<file path="src/rtl/core/rfb_pkg.sv">
// Shared types and constants for the radio frame builder with CRC-16.
// Used by the top level and by the CRC byte update module.
package rfb_pkg;

   // Field widths fixed by the frame format.
   localparam int unsigned BYTE_W     = 8;
   localparam int unsigned LEN_W      = 7;
   localparam int unsigned PRE_W      = 6;
   localparam int unsigned POST_W     = 5;
   localparam int unsigned CRC_W      = 16;
   localparam int unsigned CSR_IDX_W  = 2;

   // Default largest payload length.
   localparam int unsigned MAX_PAYLOAD_DEF = 127;

   // Caps on the fill byte counts.
   localparam logic [PRE_W-1:0]  PRE_CAP  = 6'd32;
   localparam logic [POST_W-1:0] POST_CAP = 5'd16;

   // CRC-16/CCITT-FALSE.
   localparam logic [CRC_W-1:0] CRC_INIT = 16'hFFFF;
   localparam logic [CRC_W-1:0] CRC_POLY = 16'h1021;

   // Register reset values.
   localparam logic [PRE_W-1:0]  PRE_RESET  = 6'd16;
   localparam logic [POST_W-1:0] POST_RESET = 5'd10;
   localparam logic [BYTE_W-1:0] FILL_RESET = 8'hAA;
   localparam logic [BYTE_W-1:0] SYNC_RESET = 8'h7E;

   // Item opcodes.
   localparam logic OP_START = 1'b0;
   localparam logic OP_DATA  = 1'b1;

   // Configuration register indexes.
   localparam logic [CSR_IDX_W-1:0] CSR_PREAMBLE  = 2'd0;
   localparam logic [CSR_IDX_W-1:0] CSR_POSTAMBLE = 2'd1;
   localparam logic [CSR_IDX_W-1:0] CSR_FILL      = 2'd2;
   localparam logic [CSR_IDX_W-1:0] CSR_SYNC      = 2'd3;

   // One input item.
   typedef struct packed {
      logic              opcode;
      logic [LEN_W-1:0]  frame_len;
      logic [BYTE_W-1:0] payload_byte;
   } req_type;

   // One result item.
   typedef struct packed {
      logic [BYTE_W-1:0] out_byte;
      logic              run_last;
      logic              frame_end;
      logic              bad_item;
   } rsp_type;

endpackage

</file>
<file path="src/rtl/core/rfb_crc_byte.sv">
// Combinational CRC-16/CCITT-FALSE update over one byte, MSB first.
// Depends on rfb_pkg for the widths and the polynomial.
module rfb_crc_byte (
   input  logic [rfb_pkg::CRC_W-1:0]  crc_i,
   input  logic [rfb_pkg::BYTE_W-1:0] data_i,
   output logic [rfb_pkg::CRC_W-1:0]  crc_o
);

   // Fold the byte into the high half, then shift out eight bits.
   always_comb begin
      logic [rfb_pkg::CRC_W-1:0] acc;
      acc = crc_i ^ {data_i, 8'h00};
      for (int k = 0; k < 8; k++) begin
         if (acc[rfb_pkg::CRC_W-1]) begin
            acc = {acc[rfb_pkg::CRC_W-2:0], 1'b0} ^ rfb_pkg::CRC_POLY;
         end else begin
            acc = {acc[rfb_pkg::CRC_W-2:0], 1'b0};
         end
      end
      crc_o = acc;
   end

endmodule

</file>
<file path="src/rtl/core/radio_frame_builder_crc16_unit.sv">
// Radio frame builder: turns start and payload items into a framed byte stream.
// Depends on rfb_pkg and rfb_crc_byte.
//
// Usage: a start item (opcode 0) carries the payload length and produces the
// preamble fill bytes, the sync byte and the length byte. Each payload item
// (opcode 1) produces its byte; the last counted byte is followed by the CRC
// high byte, the CRC low byte and the postamble fill bytes. A zero-length
// start produces the whole frame. A payload item with no frame open produces
// one result flagged bad_item. run_last marks the last result of each item.
// Channels: req_ (input items), rsp_ (result bytes), csr_ (register writes,
// always ready; write only while the block is idle).
// The first result of an item is valid in the cycle after its transfer.
// Throughput: one result byte per cycle while the receiver is ready. A payload item
// that does not close the frame yields one byte; a start yields preamble+2 bytes
// (plus 2+postamble when the length is zero); a closing payload item yields 3+postamble.
// The rate is set by the single output register, which takes one byte a cycle unless stalled.
// A new item is taken once the output register holds its predecessor's last byte,
// so single-byte items follow back to back.
// Reset: synchronous; restores register defaults and closes any open frame.
// A stalled receiver holds the output register and pauses the sequencer.
module radio_frame_builder_crc16_unit #(
   parameter int unsigned MAX_PAYLOAD = rfb_pkg::MAX_PAYLOAD_DEF
) (
   input  logic                          clock,
   input  logic                          reset,
   input  logic                          req_valid,
   output logic                          req_ready,
   input  rfb_pkg::req_type              req_data,
   output logic                          rsp_valid,
   input  logic                          rsp_ready,
   output rfb_pkg::rsp_type              rsp_data,
   input  logic                          csr_valid,
   output logic                          csr_ready,
   input  logic [rfb_pkg::CSR_IDX_W-1:0] csr_index,
   input  logic [rfb_pkg::BYTE_W-1:0]    csr_data
);

   localparam logic [rfb_pkg::BYTE_W-1:0] MaxLen = rfb_pkg::BYTE_W'(MAX_PAYLOAD);

   // Kind of the byte to be sent.
   typedef enum logic [3:0] {
      K_NONE, K_PRE, K_SYNC, K_LEN, K_DATA, K_BAD, K_CRCH, K_CRCL, K_POST
   } kind_type;

   // Configuration registers.
   logic [rfb_pkg::PRE_W-1:0]  preamble_ff;
   logic [rfb_pkg::POST_W-1:0] postamble_ff;
   logic [rfb_pkg::BYTE_W-1:0] fill_ff;
   logic [rfb_pkg::BYTE_W-1:0] sync_ff;

   // Frame state.
   logic [rfb_pkg::CRC_W-1:0] crc_ff, crc_in;
   logic [rfb_pkg::LEN_W-1:0] rem_ff, rem_in;
   logic                      open_ff, open_in;

   // Remaining output work of the current item.
   kind_type                   job_kind_ff, job_kind_in;
   logic [rfb_pkg::PRE_W-1:0]  job_cnt_ff, job_cnt_in;
   logic                       job_trail_ff, job_trail_in;
   logic [rfb_pkg::LEN_W-1:0]  job_len_ff, job_len_in;
   logic [rfb_pkg::CRC_W-1:0]  job_crc_ff, job_crc_in;

   // Output register.
   logic             rsp_valid_ff;
   rfb_pkg::rsp_type rsp_data_ff, rsp_data_in;

   // Working signals.
   logic                       busy, out_adv, emit, accept;
   logic [rfb_pkg::PRE_W-1:0]  pre_cap;
   logic [rfb_pkg::POST_W-1:0] post_cap;
   logic [rfb_pkg::LEN_W-1:0]  len_c;
   logic [rfb_pkg::CRC_W-1:0]  crc_src, crc_new;
   logic [rfb_pkg::BYTE_W-1:0] crc_byte;
   logic                       item_trail;
   kind_type                   cur_kind;
   logic [rfb_pkg::PRE_W-1:0]  cur_cnt;
   logic                       cur_trail;
   logic [rfb_pkg::LEN_W-1:0]  cur_len;
   logic [rfb_pkg::CRC_W-1:0]  cur_crc;

   assign csr_ready = 1'b1;
   assign rsp_valid = rsp_valid_ff;
   assign rsp_data  = rsp_data_ff;

   // Handshake control: a new item enters only when no earlier item has bytes left.
   assign busy      = (job_kind_ff != K_NONE);
   assign out_adv   = !rsp_valid_ff || rsp_ready;
   assign req_ready = !busy && out_adv;
   assign accept    = req_valid && req_ready;
   assign emit      = out_adv && (busy || req_valid);

   // Capped counts and the clamped length.
   assign pre_cap  = (preamble_ff > rfb_pkg::PRE_CAP) ? rfb_pkg::PRE_CAP : preamble_ff;
   assign post_cap = (postamble_ff > rfb_pkg::POST_CAP) ? rfb_pkg::POST_CAP : postamble_ff;
   assign len_c    = ({1'b0, req_data.frame_len} > MaxLen) ? MaxLen[rfb_pkg::LEN_W-1:0]
                                                          : req_data.frame_len;

   // One CRC update serves both the seed at start and each payload byte.
   assign crc_src  = (req_data.opcode == rfb_pkg::OP_START) ? rfb_pkg::CRC_INIT : crc_ff;
   assign crc_byte = (req_data.opcode == rfb_pkg::OP_START) ? {1'b0, len_c}
                                                           : req_data.payload_byte;

   rfb_crc_byte u_crc (
      .crc_i  (crc_src),
      .data_i (crc_byte),
      .crc_o  (crc_new)
   );

   // Whether the trailer follows this item.
   assign item_trail = (req_data.opcode == rfb_pkg::OP_START) ? (len_c == '0)
                                                             : (rem_ff == 7'd1);

   // Select the byte to send: the pending job, or else the first byte of the new item.
   always_comb begin
      if (busy) begin
         cur_kind  = job_kind_ff;
         cur_cnt   = job_cnt_ff;
         cur_trail = job_trail_ff;
         cur_len   = job_len_ff;
         cur_crc   = job_crc_ff;
      end else begin
         cur_trail = item_trail;
         cur_len   = len_c;
         cur_crc   = crc_new;
         cur_cnt   = pre_cap;
         if (!req_valid) begin
            cur_kind = K_NONE;
         end else if (req_data.opcode == rfb_pkg::OP_START) begin
            cur_kind = (pre_cap != '0) ? K_PRE : K_SYNC;
         end else if (open_ff) begin
            cur_kind = K_DATA;
         end else begin
            cur_kind = K_BAD;
         end
      end
   end

   // Byte value, flags and the next job step.
   always_comb begin
      job_kind_in  = K_NONE;
      job_cnt_in   = cur_cnt;
      job_trail_in = cur_trail;
      job_len_in   = cur_len;
      job_crc_in   = cur_crc;
      rsp_data_in  = '0;
      unique case (cur_kind)
         K_PRE: begin
            rsp_data_in.out_byte = fill_ff;
            if (cur_cnt > 6'd1) begin
               job_kind_in = K_PRE;
               job_cnt_in  = cur_cnt - 6'd1;
            end else begin
               job_kind_in = K_SYNC;
            end
         end
         K_SYNC: begin
            rsp_data_in.out_byte = sync_ff;
            job_kind_in          = K_LEN;
         end
         K_LEN: begin
            rsp_data_in.out_byte = {1'b0, cur_len};
            job_kind_in          = cur_trail ? K_CRCH : K_NONE;
         end
         K_DATA: begin
            rsp_data_in.out_byte = req_data.payload_byte;
            job_kind_in          = cur_trail ? K_CRCH : K_NONE;
         end
         K_BAD: begin
            rsp_data_in.bad_item = 1'b1;
         end
         K_CRCH: begin
            rsp_data_in.out_byte = cur_crc[15:8];
            job_kind_in          = K_CRCL;
         end
         K_CRCL: begin
            rsp_data_in.out_byte  = cur_crc[7:0];
            rsp_data_in.frame_end = (post_cap == '0);
            if (post_cap != '0) begin
               job_kind_in = K_POST;
               job_cnt_in  = {1'b0, post_cap};
            end
         end
         K_POST: begin
            rsp_data_in.out_byte  = fill_ff;
            rsp_data_in.frame_end = (cur_cnt == 6'd1);
            if (cur_cnt > 6'd1) begin
               job_kind_in = K_POST;
               job_cnt_in  = cur_cnt - 6'd1;
            end
         end
         default: begin
            job_kind_in = K_NONE;
         end
      endcase
      rsp_data_in.run_last = (job_kind_in == K_NONE);
   end

   // Frame state after an accepted item; a closing item restores the CRC seed.
   always_comb begin
      crc_in  = crc_ff;
      rem_in  = rem_ff;
      open_in = open_ff;
      if (req_data.opcode == rfb_pkg::OP_START) begin
         crc_in  = item_trail ? rfb_pkg::CRC_INIT : crc_new;
         rem_in  = len_c;
         open_in = !item_trail;
      end else if (open_ff) begin
         crc_in  = item_trail ? rfb_pkg::CRC_INIT : crc_new;
         rem_in  = rem_ff - 7'd1;
         open_in = !item_trail;
      end
   end

   // Configuration registers take each write transfer.
   always_ff @(posedge clock) begin
      if (reset) begin
         preamble_ff  <= rfb_pkg::PRE_RESET;
         postamble_ff <= rfb_pkg::POST_RESET;
         fill_ff      <= rfb_pkg::FILL_RESET;
         sync_ff      <= rfb_pkg::SYNC_RESET;
      end else if (csr_valid) begin
         unique case (csr_index)
            rfb_pkg::CSR_PREAMBLE:  preamble_ff  <= csr_data[rfb_pkg::PRE_W-1:0];
            rfb_pkg::CSR_POSTAMBLE: postamble_ff <= csr_data[rfb_pkg::POST_W-1:0];
            rfb_pkg::CSR_FILL:      fill_ff      <= csr_data;
            rfb_pkg::CSR_SYNC:      sync_ff      <= csr_data;
            default:                preamble_ff  <= preamble_ff;
         endcase
      end
   end

   // Frame state updates on each input transfer.
   always_ff @(posedge clock) begin
      if (reset) begin
         crc_ff  <= rfb_pkg::CRC_INIT;
         rem_ff  <= '0;
         open_ff <= 1'b0;
      end else if (accept) begin
         crc_ff  <= crc_in;
         rem_ff  <= rem_in;
         open_ff <= open_in;
      end
   end

   // Sequencer and output register advance together, one byte a cycle unless the receiver stalls.
   always_ff @(posedge clock) begin
      if (reset) begin
         job_kind_ff  <= K_NONE;
         rsp_valid_ff <= 1'b0;
      end else if (emit) begin
         job_kind_ff  <= job_kind_in;
         rsp_valid_ff <= 1'b1;
      end else if (rsp_ready) begin
         rsp_valid_ff <= 1'b0;
      end
   end

   // Payload of the job and of the result.
   always_ff @(posedge clock) begin
      if (emit) begin
         job_cnt_ff   <= job_cnt_in;
         job_trail_ff <= job_trail_in;
         job_len_ff   <= job_len_in;
         job_crc_ff   <= job_crc_in;
         rsp_data_ff  <= rsp_data_in;
      end
   end

endmodule
</file>
<file path="config.mk">
export PLATFORM = sky130hd
export DESIGN_NAME = radio_frame_builder_crc16_unit
export DESIGN_NICKNAME = d
export VERILOG_FILES = /design/src/rtl/core/rfb_pkg.sv /design/src/rtl/core/rfb_crc_byte.sv /design/src/rtl/core/radio_frame_builder_crc16_unit.sv
export SDC_FILE = /design/constraint.sdc
export NUM_CORES = 1
export LEC_CHECK = 0
export BUFFER_PORTS_ARGS = -buffer_cell sky130_fd_sc_hd__buf_2
export CELL_PAD_IN_SITES_DETAIL_PLACEMENT = 0
export CELL_PAD_IN_SITES_GLOBAL_PLACEMENT = 1
export CORE_MARGIN = 4
export CORE_UTILIZATION = 42
export DETAILED_ROUTE_END_ITERATION = 7
export MAX_ROUTING_LAYER = met4
export PLACE_DENSITY_LB_ADDON = 0.1
export SYNTH_ARGS = -nofsm -noshare
export SYNTH_HDL_FRONTEND = slang
export SYNTH_HIERARCHICAL = 1
export SYNTH_SLANG_ARGS = --single-unit
</file>
<file path="constraint.sdc">
create_clock -name clock -period 3.38 [get_ports clock]
set_input_delay 0.169 -clock clock [delete_from_list [all_inputs] [get_ports clock]]
set_output_delay 0.169 -clock clock [all_outputs]
set_load 0.02 [all_outputs]
</file>
==> key figures <==
Clock tree
  • CTS tree: built
  • # H-tree levels: 3
  • Clock root cell: clkbuf_16
  • Post-CTS Hold Buffers: 0
  • Clk_lat worst skew: 0.34 ns
  • Cts bufs inserted: 9
  • # Post-CTS Setup Buffers: 0
  • Clock Sinks: 97
  • CTS resizes: 0
  • Clk buf depth: 2
  • Clock Pin Slew Worst Setup and Hold Paths: 0.07 ns

Setup path
  • CP arrival: 3.11 ns
  • CP startpoint kind: flop
  • Buffers & Inverters on Critical Path: 0
  • Crit-path max cell delay: 0.77 ns
  • CP delay by family, top: simple AND/OR/NAND/NOR gates
  • Most frequent cell on the critical path: o21ai_0
  • Critical path endpoint category: flop
  • Critical Path RT: 3.46 ns
  • Worst-path maximum fanout: 15
  • Worst path depth: 10
  • Critical path type: flop to flop
  • Worst-path cell chain: or4_1, nor3b_1, a21oi_1, ha_1, nor2_1, o21ai_0, o21ai_0, nand3_1, xnor2_1, o21ai_0
  • Cell depth of the worst flop-to-flop path: 10
  • Slowest CP cell: or4_1

Detailed routing
  • TritonRoute pass-1 iters: 6
  • Final ANT Viol Nets: 0
  • DR vias: 4406
  • # DRC: 0
  • Avg WL per Cell: 18.1 um
  • Initial DRC count: 281
  • DR vias/cell: 5.52
  • Final wirelength: 14400 um

STA
  • Tcrit/Tclk final: 0.896
  • Final setup viols: 0
  • Relative slew slack: 0.231
  • Highest Clock Rate: 330 MHz
  • Slew @ Worst Pin: 1.15 ns
  • Fin crit period: 3.03 ns
  • Hold Vio Cnt, Final: 0
  • Slew Limit Fails: 0
  • TNS Setup: 0 ns
  • Unrepaired setup endpoints after global routing: false
  • Fin Clk Skew: 0.00934 ns

Hold path
  • Worst hold stages: 3
  • HP Class: input port to flop

Floorplanning
  • Die span in y: 121 um
  • Area of the core: 0.0126 mm^2
  • Die area: 0.0148 mm^2
  • Io pins: 45
  • Initial core utilization: 0.428
  • Die X: 121 um
  • Rows: 41

Synth
  • Mapped Cells: 593
  • Flops & latches, synth: 97
  • Post-synth EDFFs: 41
  • Cell Area, Synth: 0.00541 mm^2
  • Share of the yosys chip area belonging to registers: 0.435
  • Unique masters post-synth: 67
  • Mean Syn Cell Area: 9.12 um^2
  • Syn Nets: 628
  • Ys async rst share: 0
  • Main synth FF type: dfxtp_1
  • Yosys warns: 6

Global routing
  • Total global routing overflow: 0
  • Gr usage total: 0.207
  • Vias in the first global route: 4112
  • Initial antenna violation count: 0
  • Largest net degree at the start of global routing: 58
  • Global-route wire length before repair: 23200 um

Final layout
  • Post-route cell area: 0.00612 mm^2
  • Nets@finish: 656
  • Layout cells sized above 1: 0.158
  • Area Overhead vs Synth: 13.2%
  • Ant. Diodes: 0

Power
  • P_leak: 2.44 nW
  • VDD IR max: 0.359 mV
  • P per Cell Area: 1100 mW/mm^2

Place
  • Routability cong.: 0.884
  • PortBufs: 43
  • DP Area: 0.00577 mm^2
  • HPWL Detailed: 10500 um

Status
  • Status: complete, no violations

Flow run
  • Number of max-cap violations: 0
[final cells by class]
class                      instances  area [um^2]
inverter                          10         37.5
fill                            1274         6500
clock buffer                      10          239
timing repair buffer              54          310
tap                              172          215
sequential                        97         2350
clock inverter                     6          113
multi-input combinational        449         2850
[path summary, 6_finish.rpt]
path / from / end / slack, ns
setup reg to reg: job_kind_ff[1] / job_cnt_ff[5] / 0.35
hold / removal: csr_data[6] / sync_ff[6] / 0.06
setup / recovery: job_kind_ff[1] / job_cnt_ff[5] / 0.35
hold reg to reg: fill_ff[4] / fill_ff[4] / 0.46
[routing by layer]
metal | wire (um) | global-route usage | vias up
met3 | 609 | 0.0252 | 12
met5 | 0 | - | -
li1 | - | - | 2175
met2 | 6440 | 0.303 | 108
met1 | 7190 | 0.303 | 2111
met4 | 182 | 0.0588 | 0
[layout by cell type (no fill, tap or decap), drive strengths merged, types with 12 or more instances in the layout]
cell type	n
o22ai	19
a21oi	24
inv	12
edfxtp	41
dfxtp	56
xnor2	14
o21ai	26
nand2b	34
nor2	39
nand3	17
nand2	131
buf	54
[state kept, by name (all words and copies together), names as in the netlist]
| register | flops |
|---|---|
| preamble_ff | 6 |
| fill_ff | 8 |
| postamble_ff | 5 |
| open_ff | 1 |
| rsp_valid | 1 |
| job_cnt_ff | 6 |
| crc_ff | 16 |
| job_trail_ff | 1 |
| rem_ff | 7 |
| job_crc_ff | 16 |
| job_kind_ff | 4 |
| sync_ff | 8 |
| job_len_ff | 7 |
| rsp_data | 11 |
[report_power, final]
group	total, mW	internal (mW)	switching [mW]
sequential	2.03	1.85	0.179
combinational	3.50	1.24	2.26
clock	1.21	0.748	0.463
total	6.75	3.84	2.91
[worst min-delay path: cells and delay by family]
family                 cells  cell delay (ns)
buffers and inverters      1             0.09
and+or+nand+nor            2             0.12
[cells by family after synthesis]
kind of cell,Yosys count,share of synthesized area
buf+inv,47,0.0384
flops,97,0.435
compound gates,122,0.151
xor+xnor,26,0.0757
simple gates,279,0.257
other cells,1,0.000694
mux,17,0.0329
fa+ha+maj,4,0.00926
[metrics by stage]
stage                      util  hold slack, ns  cells  setup slack (ns)  total power, mW
after detailed placement  0.457           0.410    782             0.377             5.54
after global placement    0.457           0.406    782             0.395             5.50
after CTS                 0.485          0.0475    798             0.387             6.76
after global routing      0.485          0.0666    798             0.113             7.26
after floorplan               -           0.287    593             0.515             4.62
final                     0.485          0.0607    798             0.350             6.75
[cell usage after synthesis, types with 7 or more instances]
cell type / n / share of area
a21oi_1: 24 / 0.022
inv_1: 10 / 0.0069
o22ai_1: 19 / 0.022
nor3_1: 8 / 0.0074
clkbuf_1: 20 / 0.014
nand2b_1: 34 / 0.039
dfxtp_1: 56 / 0.21
o21ai_0: 24 / 0.022
o21a_1: 7 / 0.0097
nand3_1: 16 / 0.015
a22oi_1: 7 / 0.0097
buf_2: 10 / 0.0093
nand3b_1: 11 / 0.015
edfxtp_1: 41 / 0.23
nand2_1: 131 / 0.091
xnor2_1: 10 / 0.016
mux2i_1: 11 / 0.020
nor2_1: 38 / 0.026
Power figures use the tool's default switching activity.
